`src/rtl/hrs_pkg.sv`:
```
package hrs_pkg;

    localparam int unsigned RANK_W  = 10;
    localparam int unsigned SIZE_W  = 11;
    localparam int unsigned COUNT_W = 16;
    localparam int unsigned IDX_W   = 11;
    localparam int unsigned OFF_W   = 26;
    localparam int unsigned KIND_W  = 3;

    // larger group sizes are clamped to this
    localparam logic [SIZE_W-1:0] MAX_RANKS = 11'd1024;

    typedef enum logic [KIND_W-1:0] {
        KIND_SEND     = 3'd0,
        KIND_RECV     = 3'd1,
        KIND_SENDRECV = 3'd2,
        KIND_COPY     = 3'd3,
        KIND_RECV_OUT = 3'd4,
        KIND_INVALID  = 3'd5
    } step_kind_t;

    typedef enum logic {
        REG_GROUP_SIZE  = 1'b0,
        REG_BLOCK_COUNT = 1'b1
    } cfg_reg_t;

    typedef enum logic [2:0] {
        OP_INVAL,
        OP_FOLD,
        OP_PHASE,
        OP_COPY,
        OP_UNFOLD
    } step_op_t;

    typedef struct packed {
        logic     load;
        logic     issue;
        step_op_t op;
        logic     last;
    } hrs_cmd_t;

    typedef struct packed {
        logic adv;
        logic invalid;
        logic fold;
        logic odd;
        logic mask_zero;
        logic mask_one;
    } hrs_status_t;

endpackage

```
`src/rtl/hrs_ctrl.sv`:
```
module hrs_ctrl (
    input  logic               aclk,
    input  logic               aresetn,
    input  logic               s_valid_i,
    input  hrs_pkg::hrs_status_t status_i,
    output logic               s_ready_o,
    output hrs_pkg::hrs_cmd_t  cmd_o
);
    import hrs_pkg::*;

    typedef enum logic [2:0] {
        ST_IDLE,
        ST_ROUTE,
        ST_INVAL,
        ST_FOLD,
        ST_PHASE,
        ST_COPY,
        ST_UNFOLD
    } state_t;

    state_t state_reg, state_next;
    logic   ready_reg, ready_next;

    always_comb begin
        state_next   = state_reg;
        cmd_o.load   = ready_reg & s_valid_i;
        cmd_o.issue  = 1'b0;
        cmd_o.op     = OP_INVAL;
        cmd_o.last   = 1'b0;
        case (state_reg)
            ST_IDLE: begin
                if (s_valid_i) state_next = ST_ROUTE;
            end
            ST_ROUTE: begin
                if (status_i.invalid)        state_next = ST_INVAL;
                else if (status_i.fold)      state_next = ST_FOLD;
                else if (status_i.mask_zero) state_next = ST_COPY;
                else                         state_next = ST_PHASE;
            end
            ST_INVAL: begin
                cmd_o.op    = OP_INVAL;
                cmd_o.last  = 1'b1;
                cmd_o.issue = status_i.adv;
                if (status_i.adv) state_next = ST_IDLE;
            end
            ST_FOLD: begin
                cmd_o.op    = OP_FOLD;
                cmd_o.issue = status_i.adv;
                if (status_i.adv) begin
                    if (!status_i.odd)           state_next = ST_UNFOLD;
                    else if (status_i.mask_zero) state_next = ST_COPY;
                    else                         state_next = ST_PHASE;
                end
            end
            ST_PHASE: begin
                cmd_o.op    = OP_PHASE;
                cmd_o.issue = status_i.adv;
                if (status_i.adv && status_i.mask_one) state_next = ST_COPY;
            end
            ST_COPY: begin
                cmd_o.op    = OP_COPY;
                cmd_o.last  = !status_i.fold;
                cmd_o.issue = status_i.adv;
                if (status_i.adv) state_next = status_i.fold ? ST_UNFOLD : ST_IDLE;
            end
            ST_UNFOLD: begin
                cmd_o.op    = OP_UNFOLD;
                cmd_o.last  = 1'b1;
                cmd_o.issue = status_i.adv;
                if (status_i.adv) state_next = ST_IDLE;
            end
            default: begin
                state_next = ST_IDLE;
            end
        endcase
        ready_next = (state_next == ST_IDLE);
    end

    always_ff @(posedge aclk) begin
        if (!aresetn) begin
            state_reg <= ST_IDLE;
            ready_reg <= 1'b1;
        end else begin
            state_reg <= state_next;
            ready_reg <= ready_next;
        end
    end

    assign s_ready_o = ready_reg;

endmodule

```
`src/rtl/hrs_dp.sv`:
```
module hrs_dp (
    input  logic                          aclk,
    input  logic                          aresetn,
    input  hrs_pkg::hrs_cmd_t             cmd_i,
    input  logic [hrs_pkg::RANK_W-1:0]    s_rank_i,
    input  logic [hrs_pkg::SIZE_W-1:0]    group_size_i,
    input  logic [hrs_pkg::COUNT_W-1:0]   block_count_i,
    input  logic                          m_ready_i,
    output hrs_pkg::hrs_status_t          status_o,
    output logic                          m_valid_o,
    output logic [hrs_pkg::KIND_W-1:0]    m_kind_o,
    output logic [hrs_pkg::RANK_W-1:0]    m_peer_o,
    output logic [hrs_pkg::OFF_W-1:0]     m_soff_o,
    output logic [hrs_pkg::OFF_W-1:0]     m_scnt_o,
    output logic [hrs_pkg::OFF_W-1:0]     m_roff_o,
    output logic [hrs_pkg::OFF_W-1:0]     m_rcnt_o,
    output logic                          m_reduce_o,
    output logic                          m_last_o
);
    import hrs_pkg::*;

    localparam int unsigned PROD_W = COUNT_W + IDX_W;

    // block weight: prefix offset divided by block_count
    function automatic logic [IDX_W-1:0] wgt(input logic [IDX_W-1:0] x,
                                             input logic [RANK_W-1:0] r);
        logic [IDX_W-1:0] m;
        m = (x < {1'b0, r}) ? x : {1'b0, r};
        return x + m;
    endfunction

    // per-request setup
    logic [RANK_W-1:0] rank_reg, newrank_reg, rem_reg, mask_reg;
    logic [SIZE_W-1:0] size_reg;
    logic [IDX_W-1:0]  base_reg, lidx_reg;
    logic              invalid_reg, fold_reg;

    logic [SIZE_W-1:0] size_c, pof2_c;
    logic [RANK_W-1:0] rem_c;
    logic              fold_c;

    always_comb begin
        size_c = (group_size_i > MAX_RANKS) ? MAX_RANKS : group_size_i;
        pof2_c = {{(SIZE_W-1){1'b0}}, 1'b1};
        for (int i = 0; i < SIZE_W; i++) begin
            if (size_c[i]) pof2_c = SIZE_W'(1) << i;
        end
        rem_c  = RANK_W'(size_c - pof2_c);
        fold_c = ({1'b0, s_rank_i} < {rem_c, 1'b0});
    end

    // halving phase recurrence
    logic [RANK_W-1:0] nd, dst;
    logic              lower;
    logic [IDX_W-1:0]  hi, sx, rx, ws, wr, wl;

    always_comb begin
        nd    = newrank_reg ^ mask_reg;
        lower = ((newrank_reg & mask_reg) == '0);
        hi    = base_reg + {1'b0, mask_reg};
        sx    = lower ? hi : base_reg;
        rx    = lower ? base_reg : hi;
        ws    = wgt(sx, rem_reg);
        wr    = wgt(rx, rem_reg);
        wl    = wgt(lidx_reg, rem_reg);
        dst   = (nd < rem_reg) ? {nd[RANK_W-2:0], 1'b1} : nd + rem_reg;
    end

    // stage 1: step fields with weights
    logic              s1_valid_reg, s1_valid_next;
    step_kind_t        s1_kind_reg, s1_kind_next;
    logic [RANK_W-1:0] s1_peer_reg, s1_peer_next;
    logic [IDX_W-1:0]  s1_wso_reg, s1_wso_next, s1_wsc_reg, s1_wsc_next;
    logic [IDX_W-1:0]  s1_wro_reg, s1_wro_next, s1_wrc_reg, s1_wrc_next;
    logic              s1_red_reg, s1_red_next, s1_last_reg, s1_last_next;

    logic adv;
    assign adv = !m_valid_o || m_ready_i;

    always_comb begin
        s1_valid_next = cmd_i.issue;
        s1_kind_next  = KIND_INVALID;
        s1_peer_next  = '0;
        s1_wso_next   = '0;
        s1_wsc_next   = '0;
        s1_wro_next   = '0;
        s1_wrc_next   = '0;
        s1_red_next   = 1'b0;
        s1_last_next  = cmd_i.last;
        case (cmd_i.op)
            OP_INVAL: begin
                s1_kind_next = KIND_INVALID;
            end
            OP_FOLD: begin
                if (rank_reg[0]) begin
                    s1_kind_next = KIND_RECV;
                    s1_peer_next = rank_reg - RANK_W'(1);
                    s1_wrc_next  = size_reg;
                    s1_red_next  = 1'b1;
                end else begin
                    s1_kind_next = KIND_SEND;
                    s1_peer_next = rank_reg + RANK_W'(1);
                    s1_wsc_next  = size_reg;
                end
            end
            OP_PHASE: begin
                s1_kind_next = KIND_SENDRECV;
                s1_peer_next = dst;
                s1_wso_next  = ws;
                s1_wro_next  = wr;
                s1_wsc_next  = lower ? wl - ws : wr - ws;
                s1_wrc_next  = lower ? ws - wr : wl - wr;
                s1_red_next  = 1'b1;
            end
            OP_COPY: begin
                s1_kind_next = KIND_COPY;
                s1_wso_next  = {1'b0, rank_reg};
                s1_wsc_next  = IDX_W'(1);
            end
            OP_UNFOLD: begin
                if (rank_reg[0]) begin
                    s1_kind_next = KIND_SEND;
                    s1_peer_next = rank_reg - RANK_W'(1);
                    s1_wso_next  = {1'b0, rank_reg - RANK_W'(1)};
                    s1_wsc_next  = IDX_W'(1);
                end else begin
                    s1_kind_next = KIND_RECV_OUT;
                    s1_peer_next = rank_reg + RANK_W'(1);
                    s1_wrc_next  = IDX_W'(1);
                end
            end
            default: begin
                s1_kind_next = KIND_INVALID;
            end
        endcase
    end

    // stage 2: scale weights by block_count into the output register
    logic [PROD_W-1:0] p_so, p_sc, p_ro, p_rc;
    assign p_so = PROD_W'(block_count_i) * PROD_W'(s1_wso_reg);
    assign p_sc = PROD_W'(block_count_i) * PROD_W'(s1_wsc_reg);
    assign p_ro = PROD_W'(block_count_i) * PROD_W'(s1_wro_reg);
    assign p_rc = PROD_W'(block_count_i) * PROD_W'(s1_wrc_reg);

    logic m_valid_reg;

    always_ff @(posedge aclk) begin
        if (!aresetn) begin
            s1_valid_reg <= 1'b0;
            m_valid_reg  <= 1'b0;
        end else if (adv) begin
            s1_valid_reg <= s1_valid_next;
            m_valid_reg  <= s1_valid_reg;
        end
    end

    always_ff @(posedge aclk) begin
        if (cmd_i.load) begin
            rank_reg    <= s_rank_i;
            size_reg    <= size_c;
            rem_reg     <= rem_c;
            invalid_reg <= ({1'b0, s_rank_i} >= size_c);
            fold_reg    <= fold_c;
            newrank_reg <= fold_c ? (s_rank_i >> 1) : s_rank_i - rem_c;
            mask_reg    <= pof2_c[SIZE_W-1:1];
            base_reg    <= '0;
            lidx_reg    <= pof2_c;
        end else if (cmd_i.issue && cmd_i.op == OP_PHASE) begin
            base_reg <= rx;
            lidx_reg <= rx + {1'b0, mask_reg};
            mask_reg <= mask_reg >> 1;
        end
        if (adv) begin
            s1_kind_reg <= s1_kind_next;
            s1_peer_reg <= s1_peer_next;
            s1_wso_reg  <= s1_wso_next;
            s1_wsc_reg  <= s1_wsc_next;
            s1_wro_reg  <= s1_wro_next;
            s1_wrc_reg  <= s1_wrc_next;
            s1_red_reg  <= s1_red_next;
            s1_last_reg <= s1_last_next;
            m_kind_o    <= s1_kind_reg;
            m_peer_o    <= s1_peer_reg;
            m_soff_o    <= p_so[OFF_W-1:0];
            m_scnt_o    <= p_sc[OFF_W-1:0];
            m_roff_o    <= p_ro[OFF_W-1:0];
            m_rcnt_o    <= p_rc[OFF_W-1:0];
            m_reduce_o  <= s1_red_reg;
            m_last_o    <= s1_last_reg;
        end
    end

    assign m_valid_o          = m_valid_reg;
    assign status_o.adv       = adv;
    assign status_o.invalid   = invalid_reg;
    assign status_o.fold      = fold_reg;
    assign status_o.odd       = rank_reg[0];
    assign status_o.mask_zero = (mask_reg == '0);
    assign status_o.mask_one  = (mask_reg == RANK_W'(1));

endmodule

```
`src/rtl/halving_reduce_scatter_schedule_unit.sv`:
```
// Channel  Dir  Beat carries                                    Handshake
// s_       in   my_rank (request)                               s_tvalid/s_tready
// m_       out  one schedule step; tlast on the final step      m_tvalid/m_tready
// cfg_     in   group_size (index 0), block_count (index 1)     cfg_we, no wait
//
// A request yields n steps (1 for a bad rank, up to 12): after the accepting
// idle state and a routing state, one step is issued per cycle while the m_
// side does not stall, set by the halving index recurrence. Steps leave
// through a two-deep pipe.
// aresetn is synchronous and active low; config returns to group_size 1,
// block_count 1. A stalled m_ side freezes the pipe and the sequencer together;
// a new request is taken while earlier steps still wait in the output stage.
module halving_reduce_scatter_schedule_unit (
    input  logic         aclk,
    input  logic         aresetn,
    input  logic         s_tvalid,
    output logic         s_tready,
    input  logic [15:0]  s_tdata,   // [9:0] my_rank
    output logic         m_tvalid,
    input  logic         m_tready,
    // [9:0] peer_rank, [35:10] send_offset, [61:36] send_count,
    // [87:62] recv_offset, [113:88] recv_count, [119:114] zero
    output logic [119:0] m_tdata,
    output logic [3:0]   m_tuser,   // [2:0] step_kind, [3] do_reduce
    output logic         m_tlast,   // last_step
    input  logic         cfg_we,
    input  logic         cfg_index,
    input  logic [15:0]  cfg_wdata
);
    import hrs_pkg::*;

    // configuration registers
    logic [SIZE_W-1:0]  group_size_reg;
    logic [COUNT_W-1:0] block_count_reg;

    always_ff @(posedge aclk) begin
        if (!aresetn) begin
            group_size_reg  <= SIZE_W'(1);
            block_count_reg <= COUNT_W'(1);
        end else if (cfg_we) begin
            case (cfg_reg_t'(cfg_index))
                REG_GROUP_SIZE:  group_size_reg  <= cfg_wdata[SIZE_W-1:0];
                REG_BLOCK_COUNT: block_count_reg <= cfg_wdata[COUNT_W-1:0];
                default: ;
            endcase
        end
    end

    hrs_cmd_t    cmd;
    hrs_status_t status;

    logic [KIND_W-1:0] kind;
    logic [RANK_W-1:0] peer;
    logic [OFF_W-1:0]  soff, scnt, roff, rcnt;
    logic              reduce;

    hrs_ctrl u_ctrl (
        .aclk      (aclk),
        .aresetn   (aresetn),
        .s_valid_i (s_tvalid),
        .status_i  (status),
        .s_ready_o (s_tready),
        .cmd_o     (cmd)
    );

    hrs_dp u_dp (
        .aclk          (aclk),
        .aresetn       (aresetn),
        .cmd_i         (cmd),
        .s_rank_i      (s_tdata[RANK_W-1:0]),
        .group_size_i  (group_size_reg),
        .block_count_i (block_count_reg),
        .m_ready_i     (m_tready),
        .status_o      (status),
        .m_valid_o     (m_tvalid),
        .m_kind_o      (kind),
        .m_peer_o      (peer),
        .m_soff_o      (soff),
        .m_scnt_o      (scnt),
        .m_roff_o      (roff),
        .m_rcnt_o      (rcnt),
        .m_reduce_o    (reduce),
        .m_last_o      (m_tlast)
    );

    assign m_tdata = {6'b000000, rcnt, roff, scnt, soff, peer};
    assign m_tuser = {reduce, kind};

    // sequencer leaves idle straight after taking a request
    a_busy_after_accept: assert property (@(posedge aclk) disable iff (!aresetn)
        s_tvalid && s_tready |=> !s_tready)
        else $error("request taken but sequencer still idle");

    // issuing the final step frees the input side
    a_ready_after_last: assert property (@(posedge aclk) disable iff (!aresetn)
        cmd.issue && cmd.last |=> s_tready)
        else $error("sequencer not idle after final step");

    // bad-rank beat is a lone, empty, final step
    a_invalid_beat: assert property (@(posedge aclk) disable iff (!aresetn)
        m_tvalid && m_tuser[2:0] == KIND_INVALID |->
            m_tlast && m_tdata == '0 && !m_tuser[3])
        else $error("malformed invalid-rank beat");

    // halving phases always reduce and never close a schedule
    a_phase_beat: assert property (@(posedge aclk) disable iff (!aresetn)
        m_tvalid && m_tuser[2:0] == KIND_SENDRECV |-> m_tuser[3] && !m_tlast)
        else $error("halving phase beat with wrong flags");

endmodule

```
`config.mk`:
```
export PLATFORM = sky130hd
export DESIGN_NAME = halving_reduce_scatter_schedule_unit
export DESIGN_NICKNAME = d
export VERILOG_FILES = /design/src/rtl/hrs_pkg.sv /design/src/rtl/hrs_ctrl.sv /design/src/rtl/hrs_dp.sv /design/src/rtl/halving_reduce_scatter_schedule_unit.sv
export SDC_FILE = /design/constraint.sdc
export NUM_CORES = 2
export LEC_CHECK = 0
export BUFFER_PORTS_ARGS = -buffer_cell sky130_fd_sc_hd__buf_4
export CAP_MARGIN = 30
export CORE_MARGIN = 2
export CORE_UTILIZATION = 56
export CTS_BUF_LIST = sky130_fd_sc_hd__clkbuf_8
export CTS_CLUSTER_DIAMETER = 100
export DETAILED_ROUTE_END_ITERATION = 7
export PLACE_DENSITY_LB_ADDON = 0.1
export RECOVER_POWER = 50
export SLEW_MARGIN = 15
export SYNTH_ARGS = -nofsm -noshare
export SYNTH_HDL_FRONTEND = slang
export SYNTH_SLANG_ARGS = --single-unit
```
`constraint.sdc`:
```
create_clock -name aclk -period 6.84 [get_ports aclk]
set_input_delay 0.684 -clock aclk [delete_from_list [all_inputs] [get_ports aclk]]
set_output_delay 0.684 -clock aclk [all_outputs]
set_load 0.005 [all_outputs]
```
# Word-level counts from Yosys, hierarchy flattened
# Cells that the tools add are included.
[op_classes]
n_lt_le_gt_ge = 7
addsub = 14
n_eq_ne = 11
n_mux = 52
reduce_logical = 14
multipliers = 4
bitwise = 4
[ops]
columns = ["operator", "n"]
rows = [
  ["11-bit 2-to-1 mux", 21],
  ["16-bit by 11-bit multiplier with 26-bit output", 4],
  ["11-bit case mux with 3 select lines", 2],
  ["10-bit 2-to-1 mux", 5],
  ["11-bit case mux with 4 select lines", 1],
  ["11-bit subtractor", 4],
  ["11-bit adder", 3],
  ["11-bit by 10-bit less-than comparator with 1-bit output", 3],
  ["3-bit 2-to-1 mux", 9],
  ["11-bit by 10-bit adder with 11-bit output", 2],
  ["10-bit logical NOT", 2],
  ["10-bit case mux with 2 select lines", 1],
  ["4-bit case mux with 5 select lines", 1],
  ["10-bit subtractor", 2],
  ["3-bit case mux with 6 select lines", 1],
  ["3-bit by 2-bit == test with 1-bit output, second input constant", 4],
  ["3-bit == test, second input constant", 4],
  ["3-bit case mux with 4 select lines", 1],
  ["10-bit by 11-bit greater-or-equal comparator with 1-bit output", 1],
  ["11-bit > comparator, second input constant", 1],
  ["10-bit by 11-bit less-than comparator with 1-bit output", 1],
  ["10-bit by 1-bit adder with 10-bit output, second input constant", 1],
  ["10-bit adder", 1],
  ["10-bit AND", 1],
  ["other kinds (18)", 30],
]
[totals]
output_inout_bits = 127
register_bits = 286

# Longest topological paths before layout
[logic_depth]
ltp_word = 15
mapped_depth = 34
mapped_depth_nobuf = 33

# Modules after synthesis
# Synthesis repeated with hierarchy kept, for this count alone.
[unflattened]
hier_cells = 3949
hier_area_um2 = 37750.0
[modules_own_cells]
columns = ["mod", "cells_each", "seq_area_each_um2", "area_each_um2", "instances"]
rows = [
  ["hrs_dp", 3785, 7527.2, 36284.8, 1],
  ["halving_reduce_scatter_schedule_unit", 118, 540.5, 1103.6, 1],
  ["hrs_ctrl", 46, 80.1, 361.6, 1],
]

# Worst setup path before layout
# Ideal clock, no wire load.
[synth_path]
path_type = "input port to flip-flop"
start = "in m_tready"
end = "reg u_dp.lidx_reg[0], enable pin"
path_slack_ns = -0.232
required_time_ns = 6.405
setup_ns = 0.435
path_stages = 4
arrival_time_ns = 6.637
path_cell_list = "nor2b_1 > clkinv_1 > nand2_1 > nand2_1"
[synth_lines]
columns = ["item", "line_no", "text"]
rows = [
  ["from (decl)", "halving_reduce_scatter_schedule_unit.sv:20", "input logic m_tready,"],
  ["to (signal assigned)", "hrs_dp.sv:167", "lidx_reg <= pof2_c;"],
  ["to (signal assigned)", "hrs_dp.sv:170", "lidx_reg <= rx + {1'b0, mask_reg};"],
  ["to (decl)", "hrs_dp.sv:35", "logic [IDX_W-1:0] base_reg, lidx_reg;"],
]

# Worst setup path in the final report
[layout_path]
start = "reg u_dp.mask_reg[1]"
end = "reg u_dp.s1_wrc_reg[10] (data pin)"
[layout_via]
elab_chain_len = 9
elab_cells_between_ends = 15
cone_classes = "5 x add/sub; 2 x order compare; 6 x mux; 1 x bitwise; 1 x reduce/logical"
[layout_lines]
columns = ["item", "line_no", "text"]
rows = [
  ["from (decl)", "hrs_dp.sv:33", "logic [RANK_W-1:0] rank_reg, newrank_reg, rem_reg, mask_reg;"],
  ["from (signal assigned)", "hrs_dp.sv:165", "mask_reg <= pof2_c[SIZE_W-1:1];"],
  ["from (signal assigned)", "hrs_dp.sv:171", "mask_reg <= mask_reg >> 1;"],
  ["parallel branches: the longest is 7 deep, another holds 11-bit by 10-bit adder with 11-bit output", "n/a", ""],
  ["11-bit 2-to-1 mux (*)", "hrs_dp.sv:112", "s1_wrc_next = lower ? ws - wr : wl - wr;"],
  ["11-bit case mux with 3 select lines (*)", "hrs_dp.sv:90", "case (cmd_i.op)"],
  ["named net u_dp.s1_wrc_next[10]", "hrs_dp.sv:74", "logic [IDX_W-1:0] s1_wro_reg, s1_wro_next, s1_wrc_reg, s1_wrc_next;"],
  ["to (signal assigned)", "hrs_dp.sv:179", "s1_wrc_reg <= s1_wrc_next;"],
  ["to (decl)", "hrs_dp.sv:74", ""],
]
# Mark *: on every way through the listed nets, which the timed path passes.
# A chain may end at the register's enable or synchronous reset.

==> impl.org <==
** Outcome
- The flow ran to the end, but the final reports show violations.
- The checks that failed: capacitance limit, slew limit.

** Timing
- Final Skew :: 0.0613 ns
- Finish-stage setup viols :: 0
- Counting I/O delays and the setup requirement, the final critical path takes 6.53 ns.
- Relative slew slack :: -0.968
- Final-report hold violation count :: 0
- Setup repair after global routing could not meet its margin everywhere.
- In the finished design, the share of the clock period the worst path needs comes to 0.955.
- The number of pins with negative max-slew slack in the final report came to 188.
- At the pin with the least slew margin, the transition time is about 2.9 ns.
- Peak Freq :: 153 MHz

** Worst setup path
- Most frequent CP cell :: sky130_fd_sc_hd__buf_4
- The setup path with the least slack is of type reg -> reg.
- At the worst endpoint, the required time is 7.26 ns.
- For this run, the slowest stage of the critical path takes 0.39 ns.
- In this run the critical register-to-register path is captured at u_dp.s1_wrc_reg[10].
- Largest fanout on the critical path :: 7
- Data arrival time of the critical path :: 6.95 ns
- Path depth of the worst reg2reg path :: 34
- Setup slack on the worst flop-to-flop path :: 0.31 ns
- Library cell contributing the largest single delay on the critical path :: sky130_fd_sc_hd__edfxtp_1
- Startpoint of the lowest-slack register-to-register path :: u_dp.mask_reg[1]
- Critical path startpoint :: u_dp.mask_reg[1]
- In this run the worst setup path terminates at u_dp.s1_wrc_reg[10].
- Kind of end point of the critical path :: flop
- Startpoint type of the worst setup path :: flop

** Floorplanning
- Site row count :: 95
- Initial Utilization :: 0.563
- Height of the die :: 263 um
- Placeable core region :: 66,800 sq um
- 165 I/O pins were placed.
- Die area :: 69,300 sq um
- Die boundary width :: 263 um

** Clocking
- Clock transition at the registers of the reported paths :: 0.06 ns
- The clock passes through at most 3 buffers.
- Clock Sink Count :: 286
- The clock reaches the later pin of the worst-skew pair after about 0.71 ns.
- Number of H-tree branching levels :: 2
- Clock tree synthesis inserted a total of 50 buffers.
- TritonCTS built the clock tree.
- Clock root buffer :: sky130_fd_sc_hd__clkbuf_8
- Hold buffer count at CTS :: 0

** Global routing
- Pin count of the biggest net entering global routing :: 125
- Remaining Overflow, GRT :: 0
- Overall global routing resource usage :: 0.274
- Wire length of the first global-routing pass :: 150,000 um
- The number of global-route vias before repair came to 28,400.
- Number of antenna violations at the first check in global routing :: 1

** Power and ir drop
- Clock group share of total power :: 0.163
- The analysis attributes to net switching a power of 4.63 mW.
- Of the total power, the share spent switching nets is 0.415.
- PnR Total Power :: between 10 and 15 mW
- Part of the total power dissipated in sequential elements :: 0.227
- Max VDD drop :: 428 uV
- The analysis attributes to cell leakage a power of about 19 nW.
- For this design the ratio of total power to cell area is 267 nW/um^2.
- Of the total power, combinational logic draws 0.610.
- Cell Int Power :: 6.54 mW

** Logic synthesis
- Counting distinct cell types in the post-synthesis netlist gives 82.
- Each instance of the synthesized netlist takes up on average 9.54 sq um.
- Number of synthesized register bits :: 286
- Predominant post-synthesis flop cell :: sky130_fd_sc_hd__edfxtp_1
- The share of synthesized area in the top cell type comes to 0.269.
- After synthesis the cells add up to 37,600 sq um.
- The share of the Yosys chip area taken by registers is 0.216.
- The biggest area contributor in the post-synthesis netlist is sky130_fd_sc_hd__fa_1.
- Post-synth EDFFs :: approximately 240
- In the synthesized netlist the async set-or-reset flop fraction comes to 0.
- For this run, the number of Yosys warnings is 0.
- Synthesis handed over a netlist of 3,946 instances.
- Ranked by total cell area, the synthesized netlist is headed by sky130_fd_sc_hd__fa_1 (27%), sky130_fd_sc_hd__edfxtp_1 (19%), sky130_fd_sc_hd__ha_1 (14%).

** Layout
- Relative to the synthesized area, the layout overhead comes to 11.3%.
- In the final layout, the share of cells above drive strength 1 is 0.109.
- Registers take 8150 sq um.
- The library cell used most frequently in the layout, excluding fill and tap cells, is sky130_fd_sc_hd__nand2_1.
- Net count reported at finish :: 5,105
- The library cells used most frequently in the layout, excluding fill and tap cells, are sky130_fd_sc_hd__nand2_1 (665), sky130_fd_sc_hd__inv_1 (580), sky130_fd_sc_hd__fa_1 (506).
- Non-filler cells, final :: 5,063
- FILL cells :: about 5,800
- In the final layout, the multi-input gates occupy 26,900 sq um.

** Min path
- The worst hold path begins at s_tdata[0].
- Path class of the lowest-slack min-delay path :: in -> reg

** Place
- Cell count after placement :: 4,963
- During placement, the flow inserted port buffers numbering 152.
- The congestion estimate from routability-driven global placement came to 0.922.
- Post-DP HPWL :: 72,700 um

** Detailed routing
- Final wirelength :: 92,400 um
- Before antenna repair, the detailed router went through 5 iterations.
- In the final routed layout, each cell accounts on average for 18.3 um.
- In the routed layout, each cell is associated on average with a via count of 5.51.
- Detailed-route DRC error count :: 0
- Number of vias in the routed layout :: 27,900
- Number of nets still failing antenna checks after routing :: 0
- Iteration-0 DRC count of the detailed router :: 1,771

** Job
- # Max-Cap Violations :: 2
power by group through the flow:
stage	logic, mW	clock network [mW]	registers [mW]
detailed placement	6.22	0	2.56
global route	7.57	1.93	2.57
global placement	6.13	0	2.56
floorplan	4.15	0	2.37
CTS	6.27	1.86	2.53
finish	6.82	1.82	2.54
synth_stat cells, drive strengths merged, types with 6 or more instances:
master	instances
a211o	6
a211oi	15
a21boi	35
a21o	57
a21oi	123
a31oi	10
and2	292
and3	15
buf	14
clkbuf	156
dfxtp	44
edfxtp	242
fa	506
ha	413
inv	569
mux2	40
mux2i	20
nand2	666
nand2b	43
nand3	22
nand4	9
nor2	122
nor2b	31
nor3	39
nor4	6
o211ai	7
o21a	22
o21ai	129
o21bai	23
o31ai	11
or3	7
xnor2	124
xor2	50
worst max-delay path: cells and delay by family, from the launching register on:
kind	cells	cell delay, ns
and+or+nand+nor	7	0.62
buffers and inverters	5	0.77
AOI/OAI and AO/OA	13	2.34
muxes	1	0.33
xor gates and xnor gates	4	0.67
adders and majority gates	4	1.13
DFF	1	0.39
worst min path at each step:
stage	end	slack, ns	depth (start not counted)
3_5_place_dp	u_dp.m_kind_o[0]	0.40	0
2_1_floorplan	u_dp.m_kind_o[0]	0.40	0
4_1_cts	u_dp.rank_reg[0]	0.15	1
5_1_grt	u_dp.rank_reg[0]	0.20	1
6_report	u_dp.rank_reg[0]	0.21	1
3_3_place_gp	u_dp.m_peer_o[6]	0.40	0
kinds of logic (layout without fill, tap and decap cells):
family	Yosys count	count (layout)	synth area share
AOI/OAI and AO/OA	490	490	0.0840
xor gates and xnor gates	175	175	0.0411
adders and majority gates	919	919	0.406
buffers and inverters	741	979	0.0750
DFF	286	286	0.216
muxes	60	60	0.0182
other	1	7	0.0000996
and+or+nand+nor	1274	1274	0.159
area by class of cell:
cell class | count | share of cell area
multi-input cells | 2924 | 0.643
flip-flops and latches | 286 | 0.194
repair buffers | 315 | 0.0585
inverters | 571 | 0.0512
well taps | 873 | 0.0261
clock buffers | 57 | 0.0187
clock inverters | 36 | 0.00827
diodes | 1 | 0.0000597
metrics by stage:
| stage | instance area [sq um] | setup WS [ns] | hold WS [ns] | utilization | setup TNS [ns] |
|---|---|---|---|---|---|
| final | 41900 | 0.309 | 0.214 | 0.627 | 0 |
| after floorplan | 37700 | 0.163 | 0.400 | - | 0 |
| after global routing | 41900 | -0.0413 | 0.199 | 0.627 | -0.112 |
| after CTS | 41700 | 0.0468 | 0.147 | 0.624 | 0 |
| after detailed placement | 40600 | -0.129 | 0.405 | 0.607 | -0.340 |
| after global placement | 40600 | -0.0214 | 0.401 | 0.607 | -0.0367 |
repair_timing:
action,4_1_cts,5_1_grt
pin swaps,1,31
setup buffers,0,5
resized for setup,6,55
endpoints found under the setup margin,4,8
layer usage:
layer / share of wire / wire length [um] / up-vias / track usage
li1: - / - / 13100 / -
met1: 0.42 / 39200 / 13900 / 0.360
met2: 0.49 / 45200 / 744 / 0.471
met3: 0.050 / 4600 / 174 / 0.0302
met4: 0.038 / 3490 / 0 / 0.0958
met5: 0 / 0 / - / 0
Power figures use the tool's default switching activity.
